### src/hw/rtl/fwpdo_pkg.sv
// ----------------------------------------------------------------------------
// fwpdo_pkg
// Types and constants for the four-wheel PD speed and odometry block.
// ----------------------------------------------------------------------------
package fwpdo_pkg;

	localparam int COUNT_WIDTH_DEF = 16;
	localparam int NUM_WHEELS      = 4;
	localparam int GAIN_W          = 16;
	localparam int DRIVE_W         = 15;
	localparam int ACC_W           = 48;
	localparam int DRIVE_LIMIT     = 10000;
	localparam int CFG_IDX_W       = 4;
	localparam int OUT_TDATA_W     = 208;
	localparam int OUT_USED_W      = NUM_WHEELS * DRIVE_W + 3 * ACC_W;

	// wheel distance scale, Q24 mm per count
	localparam int K_W   = 23;
	localparam logic [K_W-1:0] K_Q24 = 23'd4392258;
	localparam int X_ROUND_SHIFT = 9;

	// heading: K/582 = HK_INT + HK_NUM/HK_DEN
	localparam int HEADING_DIV = 582;
	localparam int HFRAC_GCD   = 6;
	localparam int HK_INT      = K_Q24 / HEADING_DIV;
	localparam int HK_NUM      = (K_Q24 % HEADING_DIV) / HFRAC_GCD;
	localparam int HK_DEN      = HEADING_DIV / HFRAC_GCD;
	localparam int HK_INT_W    = 13;
	localparam int HREM_W      = 7;
	localparam int HREM2_W     = 8;
	localparam int HFRAC_W     = 7;

	// reciprocal of HK_DEN for the quotient estimate
	localparam int HREC_SHIFT = 32;
	localparam int HREC_W     = 26;
	localparam logic [HREC_W-1:0] HREC = HREC_W'((64'd1 << HREC_SHIFT) / HK_DEN);

	typedef logic [HK_DEN-1:0][HFRAC_W-1:0] hfrac_tbl_t;

	// round(HK_NUM*b/HK_DEN); HK_DEN is odd so there is never a tie
	function automatic hfrac_tbl_t build_hfrac_tbl();
		hfrac_tbl_t t;
		for (int i = 0; i < HK_DEN; i++) begin
			t[i] = HFRAC_W'((2 * HK_NUM * i + HK_DEN) / (2 * HK_DEN));
		end
		return t;
	endfunction

	localparam hfrac_tbl_t HFRAC_TBL = build_hfrac_tbl();

	typedef logic [NUM_WHEELS-1:0][GAIN_W-1:0] gain_vec_t;

	// index 0 front, 1 back, 2 left, 3 right
	localparam gain_vec_t GAIN_P_RST = {16'd80, 16'd80, 16'd110, 16'd80};
	localparam gain_vec_t GAIN_D_RST = {16'd10, 16'd10, 16'd10, 16'd10};

	typedef enum logic [CFG_IDX_W-1:0] {
		REG_GAIN_P_FRONT = 4'd0,
		REG_GAIN_P_BACK  = 4'd1,
		REG_GAIN_P_LEFT  = 4'd2,
		REG_GAIN_P_RIGHT = 4'd3,
		REG_GAIN_D_FRONT = 4'd4,
		REG_GAIN_D_BACK  = 4'd5,
		REG_GAIN_D_LEFT  = 4'd6,
		REG_GAIN_D_RIGHT = 4'd7
	} cfg_reg_t;

	localparam int NUM_STAGES = 5;

	// per-stage load strobes of the shared pipeline
	typedef struct packed {
		logic s5;
		logic s4;
		logic s3;
		logic s2;
		logic s1;
	} pipe_ld_t;

endpackage

### src/hw/rtl/fwpdo_pd_lane.sv
// ----------------------------------------------------------------------------
// fwpdo_pd_lane
// One wheel's PD speed loop: error, derivative, gain products, saturation.
// ----------------------------------------------------------------------------
module fwpdo_pd_lane #(
	parameter int COUNT_WIDTH = fwpdo_pkg::COUNT_WIDTH_DEF
) (
	input  logic                                clk,
	input  logic                                arst_n,
	input  fwpdo_pkg::pipe_ld_t                 ld,
	input  logic signed [COUNT_WIDTH-1:0]       count,
	input  logic signed [COUNT_WIDTH-1:0]       target,
	input  logic [fwpdo_pkg::GAIN_W-1:0]        gain_p,
	input  logic [fwpdo_pkg::GAIN_W-1:0]        gain_d,
	output logic signed [fwpdo_pkg::DRIVE_W-1:0] drive_s3
);

	localparam int EW  = COUNT_WIDTH + 1;
	localparam int DW  = COUNT_WIDTH + 2;
	localparam int PPW = EW + fwpdo_pkg::GAIN_W + 1;
	localparam int PDW = DW + fwpdo_pkg::GAIN_W + 1;
	localparam int SW  = PDW + 1;
	localparam logic signed [SW-1:0] LIM = SW'(fwpdo_pkg::DRIVE_LIMIT);

	logic signed [EW-1:0]  err;
	logic signed [DW-1:0]  derr;
	logic signed [EW-1:0]  last_err_q;
	logic signed [EW-1:0]  err_s1;
	logic signed [DW-1:0]  derr_s1;
	logic signed [PPW-1:0] prod_p_s2;
	logic signed [PDW-1:0] prod_d_s2;
	logic signed [SW-1:0]  pd_sum;

	assign err  = EW'(target) - EW'(count);
	assign derr = DW'(err) - DW'(last_err_q);

	always_ff @(posedge clk or negedge arst_n) begin
		if (!arst_n) begin
			last_err_q <= '0;
		end else if (ld.s1) begin
			last_err_q <= err;
		end
	end

	always_ff @(posedge clk) begin
		if (ld.s1) begin
			err_s1  <= err;
			derr_s1 <= derr;
		end
		if (ld.s2) begin
			prod_p_s2 <= $signed({1'b0, gain_p}) * err_s1;
			prod_d_s2 <= $signed({1'b0, gain_d}) * derr_s1;
		end
		if (ld.s3) begin
			if (pd_sum > LIM) begin
				drive_s3 <= fwpdo_pkg::DRIVE_W'(fwpdo_pkg::DRIVE_LIMIT);
			end else if (pd_sum < -LIM) begin
				drive_s3 <= -fwpdo_pkg::DRIVE_W'(fwpdo_pkg::DRIVE_LIMIT);
			end else begin
				drive_s3 <= pd_sum[fwpdo_pkg::DRIVE_W-1:0];
			end
		end
	end

	assign pd_sum = SW'(prod_p_s2) + SW'(prod_d_s2);

endmodule

### config.mk
export PLATFORM = sky130hd
export DESIGN_NAME = fwpdo_pd_lane
export DESIGN_NICKNAME = d
export VERILOG_FILES = /design/src/hw/rtl/fwpdo_pkg.sv /design/src/hw/rtl/fwpdo_pd_lane.sv
export SDC_FILE = /design/constraint.sdc
export NUM_CORES = 2
export LEC_CHECK = 0
export BUFFER_PORTS_ARGS = -buffer_cell sky130_fd_sc_hd__buf_2
export CORE_MARGIN = 2
export CORE_UTILIZATION = 50
export DETAILED_ROUTE_END_ITERATION = 10
export PLACE_DENSITY = 0.63
export SLEW_MARGIN = 20
export SYNTH_ARGS = -nofsm -noshare
export SYNTH_HDL_FRONTEND = slang
export SYNTH_SLANG_ARGS = --single-unit
### constraint.sdc
create_clock -name clk -period 15.88 [get_ports clk]
set_input_delay 1.588 -clock clk [delete_from_list [all_inputs] [get_ports clk]]
set_output_delay 1.588 -clock clk [all_outputs]
set_load 0.05 [all_outputs]
==> impl_results.md <==
* Chip width at 245 um
* Worst setup EP type: register
* Slew Limit Headroom at 27.9%
* CP Launch Type: primary input
* Drt first pass iters at 7
* Layout Skew at 0.0130 ns
* N_diodes at 0
* Layout area overhead at 5.67%
* Fillers at 5367
* Hold endpoint: last_err_q[14]$_DFFE_PN0P_
* Number of synthesized flops with an enable pin at 119
* Worst reg2reg endpoint: prod_d_s2[33]$_DFFE_PP_
* H-tree depth at 4
* Post-Syn Instances at 3157
* Synth warn at 0
* Top-Level Pins at 86
* Critical path class: in -> reg
* Seq/Total Area, Yosys at 13.8%
* Initial antenna violation count at 0
* DRC Markers at 0
* Setup_tns at 0 ns
* Initial Util at 50.4%
* Fmax at 121 MHz
* Final Hold Vio Count at 0
* Async S/R FF share, synth at 12.5%
* Worst Max-Slew Pin Slew at 1.07 ns
* Skew-Pair Late Insertion Delay at 0.44 ns
* Post-CTS resize count at 0
* Final Cycle Share at 52.2%
* Post-CTS Setup Bufs at 0
* CTS buffer count at 17
* CP Cell Sequence: buf_2 -> and2_1 -> fa_1 -> inv_1 -> fa_1 -> inv_1 -> ha_1 -> fa_1 -> fa_1 -> inv_1 -> fa_1 -> inv_1 -> ha_1 -> a2111oi_0 -> o21ai_0 -> a41oi_1 -> o21ai_0 -> o221ai_1 -> o221ai_1 -> o41ai_1 -> o21ai_0 -> a21oi_1 -> xnor2_1
* CTS tree: built
* Root Buffer: clkbuf_16
* Commonest non-fill, non-tap cell in the layout: inv_1
* Critical path fanouts, max at 18
* Max-cap violations at 0
* Post-DP HPWL at 54200 um
* Synth Register Bits at 136
* Crit path DAT at 8.47 ns
* Final wirelength at 66100 um
* # rows at 88
* RSZ-0062 raised after global routing: false
* Synthesized Nets at 4018
* Setup-failing EPs final at 0
* Port Buffers at 83
* Slowest-stage cell, CP: o41ai_1
* WL/cell at 16.8 um
* Hold Crit Class: reg -> reg
* CORE AREA at 0.0575 mm2
* Worst reg2reg startpoint: derr_s1[5]$_DFFE_PP_
* R2R Setup Slk at 8.15 ns
* Congestion Overflow GR at 0
* Via Count at 21244
* Netlist cell types at 89
* Average size of a mapped cell at 9.18 um2
* First-pass GRT wire length at 112000 um
* Hold path depth at 1
* Outcome: finished clean
* Clock Pin Slew Worst Setup and Hold Paths at 0.06 ns
* Vias per cell at 5.39
* Maximum clock path buffer count at 2
* Max stage delay on crit path at 0.63 ns
* Die Y at 245 um
* DRT antenna net count at 0
* Mapped Area at 0.0290 mm2
* # hold bufs at CTS at 0
* HP Start: last_err_q[14]$_DFFE_PN0P_
* Largest net degree at the start of global routing at 70
* GRT Util Overall at 23.5%
* Top cell by count, worst path: fa_1
* Worst Path Required at 16.06 ns
* Final nets at 4028
* Ratio of cells with drive above 1 in the final layout at 5.28%
* Max-slew violation count at 0
* Die area at 0.0599 mm2
* RePlAce Congestion at 0.847
* Number of global-route vias before repair at 22784
* CTS Sinks at 136
* Predominant post-synthesis flop cell: edfxtp_1
* Most frequent cells in the layout: 732 x inv_1, 505 x fa_1, 338 x nand2_1
* Period minus WS final at 8.29 ns
* R2R depth at 21
* Initial detailed-routing violation count at 1125
## sequential cells by signal (all words and copies together) (netlist names)
register,cells
last_err_q,17
derr_s1,18
err_s1,17
drive_s3,15
prod_p_s2,34
prod_d_s2,35
## cells in the mapped netlist (all sizes together) (6+ instances only)
cell type,instances,share of area [%]
a211o,7,0.22
a211oi,20,0.57
a21o,48,1.3
a21oi,101,1.7
and2,280,6.1
and3,12,0.26
buf,9,0.24
clkbuf,94,1.3
dfrtp,17,1.5
edfxtp,119,12
fa,505,35
ha,285,12
inv,732,9.5
mux2,7,0.27
nand2,338,4.4
nand2b,17,0.37
nand3,33,0.57
nand4,12,0.26
nor2,99,1.3
nor2b,25,0.54
nor3,26,0.45
o211ai,10,0.26
o21a,16,0.41
o21ai,86,1.5
o21bai,25,0.65
o31ai,6,0.16
or2,8,0.18
or3,15,0.33
xnor2,81,2.4
xor2,21,0.63
## worst max-delay path: cells and delay by family
| kind | cells | cell delay (ns) |
|---|---|---|
| xor gates and xnor gates | 1 | 0.10 |
| buffers and inverters | 5 | 0.42 |
| adders and majority gates | 7 | 3.15 |
| AOI/OAI and AO/OA | 9 | 2.98 |
| and+or+nand+nor | 1 | 0.23 |
## per-layer routing
metal,global-route usage [%],up-vias,wire length (um)
met5,0,-,0
met4,6.42,0,1740
met3,3.06,95,2980
met2,42.3,528,34000
met1,29.5,10780,27400
li1,-,9841,-
## metrics by stage
step	utilization [%]	area, um2	cells	hold slack, ns	worst slack [ns]
finish	53.3	30600	3945	0.515	7.59
global route	53.3	30600	3945	0.529	7.17
CTS	53.3	30600	3945	0.516	7.61
detailed placement	52.2	30000	3913	0.502	7.14
global placement	52.2	30000	3913	0.492	7.29
floorplan	-	29000	3157	0.481	8.07
## cell type report
type	instances	area [um2]	share of cell area, %
tap	765	957	3.13
clock buffer	20	437	1.43
inverter	732	2750	8.97
sequential	136	4000	13.1
timing repair buffer	94	498	1.63
multi-input combinational	2186	21800	71.1
clock inverter	12	199	0.650
## logic make-up (layout without fill, tap and decap cells)
group / Yosys count / count (layout) / share of synthesized area [%]
and+or+nand+nor: 897 / 897 / 15.6
buffers and inverters: 835 / 858 / 11.0
adders and majority gates: 790 / 790 / 47.2
AOI/OAI and AO/OA: 387 / 387 / 8.88
DFF: 136 / 136 / 13.8
xor gates and xnor gates: 102 / 102 / 3.08
muxes: 10 / 10 / 0.419
## worst max-delay path by stage
stage | startpoint | end | cells after the start | slack (ns)
2_1_floorplan | gain_d[4] | prod_d_s2[33]$_DFFE_PP_ | 23 | 8.07
3_3_place_gp | gain_d[7] | prod_d_s2[33]$_DFFE_PP_ | 23 | 7.29
3_5_place_dp | gain_d[7] | prod_d_s2[33]$_DFFE_PP_ | 23 | 7.14
4_1_cts | gain_d[7] | prod_d_s2[33]$_DFFE_PP_ | 23 | 7.61
5_1_grt | gain_d[7] | prod_d_s2[33]$_DFFE_PP_ | 23 | 7.17
6_report | gain_d[7] | prod_d_s2[33]$_DFFE_PP_ | 23 | 7.59
Power is not shown: default switching activity piles up to over one toggle a cycle in this logic, so the estimate is an artifact.
