===== src/hw/rtl/fwpdo_pkg.sv =====
// ----------------------------------------------------------------------------
// fwpdo_pkg
// Types and constants for the four-wheel PD speed and odometry block.
// ----------------------------------------------------------------------------
package fwpdo_pkg;

	localparam int COUNT_WIDTH_DEF = 16;
	localparam int NUM_WHEELS      = 4;
	localparam int GAIN_W          = 16;
	localparam int DRIVE_W         = 15;
	localparam int ACC_W           = 48;
	localparam int DRIVE_LIMIT     = 10000;
	localparam int CFG_IDX_W       = 4;
	localparam int OUT_TDATA_W     = 208;
	localparam int OUT_USED_W      = NUM_WHEELS * DRIVE_W + 3 * ACC_W;

	// wheel distance scale, Q24 mm per count
	localparam int K_W   = 23;
	localparam logic [K_W-1:0] K_Q24 = 23'd4392258;
	localparam int X_ROUND_SHIFT = 9;

	// heading: K/582 = HK_INT + HK_NUM/HK_DEN
	localparam int HEADING_DIV = 582;
	localparam int HFRAC_GCD   = 6;
	localparam int HK_INT      = K_Q24 / HEADING_DIV;
	localparam int HK_NUM      = (K_Q24 % HEADING_DIV) / HFRAC_GCD;
	localparam int HK_DEN      = HEADING_DIV / HFRAC_GCD;
	localparam int HK_INT_W    = 13;
	localparam int HREM_W      = 7;
	localparam int HREM2_W     = 8;
	localparam int HFRAC_W     = 7;

	// reciprocal of HK_DEN for the quotient estimate
	localparam int HREC_SHIFT = 32;
	localparam int HREC_W     = 26;
	localparam logic [HREC_W-1:0] HREC = HREC_W'((64'd1 << HREC_SHIFT) / HK_DEN);

	typedef logic [HK_DEN-1:0][HFRAC_W-1:0] hfrac_tbl_t;

	// round(HK_NUM*b/HK_DEN); HK_DEN is odd so there is never a tie
	function automatic hfrac_tbl_t build_hfrac_tbl();
		hfrac_tbl_t t;
		for (int i = 0; i < HK_DEN; i++) begin
			t[i] = HFRAC_W'((2 * HK_NUM * i + HK_DEN) / (2 * HK_DEN));
		end
		return t;
	endfunction

	localparam hfrac_tbl_t HFRAC_TBL = build_hfrac_tbl();

	typedef logic [NUM_WHEELS-1:0][GAIN_W-1:0] gain_vec_t;

	// index 0 front, 1 back, 2 left, 3 right
	localparam gain_vec_t GAIN_P_RST = {16'd80, 16'd80, 16'd110, 16'd80};
	localparam gain_vec_t GAIN_D_RST = {16'd10, 16'd10, 16'd10, 16'd10};

	typedef enum logic [CFG_IDX_W-1:0] {
		REG_GAIN_P_FRONT = 4'd0,
		REG_GAIN_P_BACK  = 4'd1,
		REG_GAIN_P_LEFT  = 4'd2,
		REG_GAIN_P_RIGHT = 4'd3,
		REG_GAIN_D_FRONT = 4'd4,
		REG_GAIN_D_BACK  = 4'd5,
		REG_GAIN_D_LEFT  = 4'd6,
		REG_GAIN_D_RIGHT = 4'd7
	} cfg_reg_t;

	localparam int NUM_STAGES = 5;

	// per-stage load strobes of the shared pipeline
	typedef struct packed {
		logic s5;
		logic s4;
		logic s3;
		logic s2;
		logic s1;
	} pipe_ld_t;

endpackage


===== src/hw/rtl/fwpdo_odom.sv =====
// ----------------------------------------------------------------------------
// fwpdo_odom
// Merging stage: combines the four wheel counts into x, y and heading
// increments and keeps the three wrapping accumulators.
// ----------------------------------------------------------------------------
module fwpdo_odom #(
	parameter int COUNT_WIDTH = fwpdo_pkg::COUNT_WIDTH_DEF
) (
	input  logic                                clk,
	input  logic                                arst_n,
	input  fwpdo_pkg::pipe_ld_t                 ld,
	input  logic signed [COUNT_WIDTH-1:0]       count_front,
	input  logic signed [COUNT_WIDTH-1:0]       count_back,
	input  logic signed [COUNT_WIDTH-1:0]       count_left,
	input  logic signed [COUNT_WIDTH-1:0]       count_right,
	output logic signed [fwpdo_pkg::ACC_W-1:0]  pos_x,
	output logic signed [fwpdo_pkg::ACC_W-1:0]  pos_y,
	output logic signed [fwpdo_pkg::ACC_W-1:0]  heading
);

	localparam int DXW  = COUNT_WIDTH + 1;
	localparam int HSW  = COUNT_WIDTH + 2;
	localparam int PW   = DXW + fwpdo_pkg::K_W + 1;
	localparam int RQW  = PW - fwpdo_pkg::X_ROUND_SHIFT;
	localparam int RXW  = RQW + 1;
	localparam int HRW  = HSW + fwpdo_pkg::HREC_W;
	localparam int QW   = HRW - fwpdo_pkg::HREC_SHIFT;
	localparam int HIW  = HSW + fwpdo_pkg::HK_INT_W;
	localparam int HMW  = HIW + 1;
	localparam int ACC_W = fwpdo_pkg::ACC_W;
	localparam logic [PW-1:0] X_HALF = PW'(1) << (fwpdo_pkg::X_ROUND_SHIFT - 1);

	// stage 1
	logic signed [DXW-1:0] dx_s1, dy_s1;
	logic [HSW-1:0]        hm_s1;
	logic                  hneg_s1;
	logic signed [HSW-1:0] hsum;

	// stage 2
	logic signed [PW-1:0]  px_s2, py_s2;
	logic [HRW-1:0]        hrec_s2;
	logic [HIW-1:0]        hint_s2;
	logic [HSW-1:0]        hm_s2;
	logic                  hneg_s2;

	// stage 3
	logic signed [RXW-1:0] rx_s3, ry_s3;
	logic [QW-1:0]         q_s3;
	logic [fwpdo_pkg::HREM2_W-1:0] b0_s3;
	logic [HIW-1:0]        hint_s3;
	logic                  hneg_s3;

	// stage 4
	logic signed [RXW-1:0] rx_s4, ry_s4;
	logic signed [HMW-1:0] hinc_s4;

	logic [PW-1:0]         xmag, ymag;
	logic [RQW-1:0]        xq, yq;
	logic [QW-1:0]         q_est;
	logic [HSW-1:0]        hrem_full;
	logic [QW-1:0]         a_fix;
	logic [fwpdo_pkg::HREM_W-1:0] b_fix;
	logic [HMW-1:0]        hmag;

	assign hsum = HSW'(count_front) + HSW'(count_back) + HSW'(count_left) + HSW'(count_right);

	// round half away from zero on the magnitude
	assign xmag = px_s2[PW-1] ? PW'(-px_s2) : PW'(px_s2);
	assign ymag = py_s2[PW-1] ? PW'(-py_s2) : PW'(py_s2);
	assign xq   = RQW'((xmag + X_HALF) >> fwpdo_pkg::X_ROUND_SHIFT);
	assign yq   = RQW'((ymag + X_HALF) >> fwpdo_pkg::X_ROUND_SHIFT);

	// quotient estimate is exact or one low
	assign q_est     = hrec_s2[HRW-1 -: QW];
	assign hrem_full = hm_s2 - HSW'(HSW'(q_est) * HSW'(fwpdo_pkg::HK_DEN));

	always_comb begin
		if (b0_s3 >= fwpdo_pkg::HREM2_W'(fwpdo_pkg::HK_DEN)) begin
			a_fix = q_s3 + QW'(1);
			b_fix = fwpdo_pkg::HREM_W'(b0_s3 - fwpdo_pkg::HREM2_W'(fwpdo_pkg::HK_DEN));
		end else begin
			a_fix = q_s3;
			b_fix = b0_s3[fwpdo_pkg::HREM_W-1:0];
		end
		hmag = HMW'(hint_s3) + HMW'(HMW'(a_fix) * HMW'(fwpdo_pkg::HK_NUM))
			+ HMW'(fwpdo_pkg::HFRAC_TBL[b_fix]);
	end

	always_ff @(posedge clk) begin
		if (ld.s1) begin
			dx_s1   <= DXW'(count_front) - DXW'(count_back);
			dy_s1   <= DXW'(count_right) - DXW'(count_left);
			hneg_s1 <= hsum[HSW-1];
			hm_s1   <= hsum[HSW-1] ? HSW'(-hsum) : HSW'(hsum);
		end
		if (ld.s2) begin
			px_s2   <= dx_s1 * $signed({1'b0, fwpdo_pkg::K_Q24});
			py_s2   <= dy_s1 * $signed({1'b0, fwpdo_pkg::K_Q24});
			hrec_s2 <= HRW'(hm_s1) * HRW'(fwpdo_pkg::HREC);
			hint_s2 <= HIW'(hm_s1) * HIW'(fwpdo_pkg::HK_INT);
			hm_s2   <= hm_s1;
			hneg_s2 <= hneg_s1;
		end
		if (ld.s3) begin
			rx_s3   <= px_s2[PW-1] ? -RXW'(xq) : RXW'(xq);
			ry_s3   <= py_s2[PW-1] ? -RXW'(yq) : RXW'(yq);
			q_s3    <= q_est;
			b0_s3   <= hrem_full[fwpdo_pkg::HREM2_W-1:0];
			hint_s3 <= hint_s2;
			hneg_s3 <= hneg_s2;
		end
		if (ld.s4) begin
			rx_s4   <= rx_s3;
			ry_s4   <= ry_s3;
			hinc_s4 <= hneg_s3 ? -$signed(hmag) : $signed(hmag);
		end
	end

	always_ff @(posedge clk or negedge arst_n) begin
		if (!arst_n) begin
			pos_x   <= '0;
			pos_y   <= '0;
			heading <= '0;
		end else if (ld.s5) begin
			pos_x   <= pos_x + ACC_W'(rx_s4);
			pos_y   <= pos_y + ACC_W'(ry_s4);
			heading <= heading - ACC_W'(hinc_s4);
		end
	end

endmodule


===== config.mk =====
export PLATFORM = sky130hd
export DESIGN_NAME = fwpdo_odom
export DESIGN_NICKNAME = d
export VERILOG_FILES = /design/src/hw/rtl/fwpdo_pkg.sv /design/src/hw/rtl/fwpdo_odom.sv
export SDC_FILE = /design/constraint.sdc
export NUM_CORES = 2
export LEC_CHECK = 0
export ABC_AREA = 1
export BUFFER_PORTS_ARGS = -buffer_cell sky130_fd_sc_hd__buf_2
export CORE_ASPECT_RATIO = 1.4
export CORE_MARGIN = 8
export CORE_UTILIZATION = 25
export CTS_BUF_LIST = sky130_fd_sc_hd__clkbuf_8
export DETAILED_ROUTE_END_ITERATION = 7
export GPL_TIMING_DRIVEN = 0
export MAX_ROUTING_LAYER = met4
export PLACE_DENSITY = 0.47
export SYNTH_ARGS = -nofsm -noshare
export SYNTH_HDL_FRONTEND = slang
export SYNTH_SLANG_ARGS = --single-unit

===== constraint.sdc =====
create_clock -name clk -period 7.5 [get_ports clk]
set_clock_uncertainty 0.15 [all_clocks]
set_input_delay 0.75 -clock clk [delete_from_list [all_inputs] [get_ports clk]]
set_output_delay 0.75 -clock clk [all_outputs]
set_load 0.05 [all_outputs]

==> results.md <==
- Final Slew Violations: 0
- Seq cells post-synth: 541
- Detail Route Antenna Nets: 0
- Pin count of the biggest net entering global routing: 102
- CTS Sinks: 541
- Synthesized Nets: about 8,700
- Post-route setup TNS: 0 ps
- Aggregate global-route resource usage: 13.8%
- Primary FF master, synth: edfxtp_1
- Iteration-0 DRC count of the detailed router: 2,159
- Post-synth top area share: 19.7%
- Post-synth top area cell: edfxtp_1
- I/O Pins: 215
- Remaining global-route overflow: 0
- RSZ-0062 raised after global routing: yes
- IO buf count: 214
- Setup ws final: 403 ps
- CTS tree: yes
- Vias per cell: 4.38
- Core Rows: between 200 and 250
- Largest cells by area after synthesis: edfxtp_1 20%, ha_1 18%, fa_1 14%
- Final Core Density: 28.4%
- Layout Nets: 9,086
- Worst-Margin Slew: between 1000 and 1500 ps
- Status: finished, final reports clean
- H-Tree Level Count: 3
- Dpl hpwl: 151,000 um
- DRC: 0
- WP data required: 7820 ps
- Crit. End Element: flip-flop
- Crit Path Class: flip-flop to flip-flop
- Max Clk Rate: 141 MHz
- Initial antenna violation count: 6
- Num CTS Buffers: 94
- Worst Path Arrival: 7420 ps
- Longest Clk Path Bufs: 3
- Slowest stage delay, CP: 520 ps
- 1st-pass router iterations: 5
- Most numerous cell in the Yosys netlist: nand2_1
- Crit-path slowest cell: fa_1
- Relative slew slack: 19.2%
- Core area: 242,000 um2
- Post-Syn Instances: 7,376
- Mean Syn Cell Area: 8.23 um2
- Final RePlAce weighted congestion: 0.898
- Post-synth EDFFs: 397
- Crit path max fanout: 10
- Asr flop ratio synth: 26.6%
- Clock Pin Slew Worst Setup and Hold Paths: 80 ps
- Synthesis Warnings: 0
- Die area: approximately 260,000 um2
- Post-place setup slack: -632 ps
- WL per Instance: 16.0 um
- Max-cap violations: 0
- Routed via count: 48,499
- Final Cycle Share: 94.6%
- Die Ht: roughly 600 um
- Final hold viol count: 0
- CTS root buf: clkbuf_8
- Min-delay worst type: input port to flip-flop
- Number of distinct library cells after synthesis: 57
- Area growth from synthesis to layout: 13.3%
- Seq/Total Area, Yosys: between 20% and 30%
- Final min period: 7100 ps
- Number of global-route vias before repair: slightly above 50,000
- Clk_lat worst skew: 750 ps
- First-pass GRT wire length: 279,000 um
- Synthesized area: ~61,000 um2
- Initial Util: about a quarter
- Final setup violating endpoints: 0
- Die Wd: around 430 um
- Hold_ws: 231 ps
- Final wirelength: 177,000 um
- Ratio of cells with drive above 1 in the final layout: 8.21%
- Critical path launch point type: flip-flop
- Most frequent cells after synthesis: 1,529 x nand2_1, 1,311 x inv_1, 860 x ha_1, 571 x nor2_1, 432 x a21oi_1
- Cell mode on critical path: nand2_1
[critical path, delay by kind of cell (launching register included)]
family          cells  cell delay (ps)
compound gates      4              690
xor+xnor            2              200
fa+ha+maj           7             2270
buf+inv             8              740
flops               1              440
simple gates       17             2320
[stage by stage]
step	cell area, um2	instances
floorplan	60700	7376
global placement	65800	10830
detailed placement	65900	10834
CTS	68000	11010
global route	68700	11061
finish	68700	11061
[cell families (layout without fill, tap and decap cells)]
group	Yosys count	in the layout	synth area share, %
and+or+nand+nor	2761	2761	19.5
buffers and inverters	1382	1824	8.58
adders and majority gates	1276	1276	31.5
AOI/OAI and AO/OA	1049	1049	9.55
DFF	541	541	25.6
xor gates and xnor gates	365	365	5.32
muxes	2	2	0.0351
other	0	3	0
[metal layers]
metal	vias to the layer above	wire length, um	global-route usage [%]
met3	236	4210	1.24
met1	22728	79800	16.7
met2	675	87700	24.4
met5	-	0	-
li1	24860	-	-
met4	0	4900	3.69
[worst paths after layout]
check / slack (ps) / to / start / cells after the start
max: 400 / hinc_s4[24] / b0_s3[0] / 38
min: 230 / hint_s3[28] / ld[2] / 1
max reg2reg: 400 / hinc_s4[24] / b0_s3[0] / 38
min reg2reg: 240 / q_s3[10] / hrec_s2[42] / 0
max in group asynchronous: 5890 / heading[10] / arst_n / 3
min in group asynchronous: 350 / pos_y[27] / arst_n / 2
[what timing repair did]
action,in CTS,in global routing
endpoints found under the hold margin,43,0
setup endpoints to repair,18,22
hold buffers,1,0
buffers inserted,0,48
resized for setup,23,76
pin swaps,0,16
[cell usage in the layout (no fill, tap or decap), types with 37 or more instances in the layout]
cell | synthesis | layout
a21oi_1 | 432 | 427
a31oi_1 | 96 | 96
buf_2 | 13 | 222
buf_4 | 1 | 45
clkbuf_1 | 43 | 41
clkbuf_8 | 0 | 100
dfrtp_1 | 144 | 144
edfxtp_1 | 397 | 397
fa_1 | 416 | 416
ha_1 | 860 | 858
inv_1 | 1311 | 1328
nand2_1 | 1529 | 1521
nand2_2 | 34 | 41
nand3_1 | 306 | 303
nand4_1 | 82 | 82
nor2_1 | 571 | 554
nor2_2 | 25 | 37
nor3_1 | 58 | 53
o21a_1 | 37 | 37
o21ai_0 | 339 | 335
or2_2 | 46 | 46
xnor2_1 | 138 | 134
xor2_1 | 223 | 216
[final cells by class]
type | count | area [um2]
plain buffers | 62 | 262
clock buffers | 100 | 1380
well taps | 3240 | 4050
fillers | 26184 | 173000
flip-flops and latches | 541 | 15500
diodes | 3 | 7.51
clock inverters | 75 | 581
repair buffers | 267 | 1640
inverters | 1320 | 4950
multi-input cells | 5453 | 40300
[sequential cells by signal (all words and copies together) (netlist names), 17 cells and up]
register,count
heading,48
ry_s4,33
hm_s1,18
hint_s3,30
dx_s1,17
rx_s4,33
py_s2,40
rx_s3,33
pos_x,48
dy_s1,17
px_s2,40
ry_s3,33
pos_y,48
hinc_s4,32
hint_s2,27
Power is not shown: default switching activity piles up to over one toggle a cycle in this logic, so the estimate is an artifact.
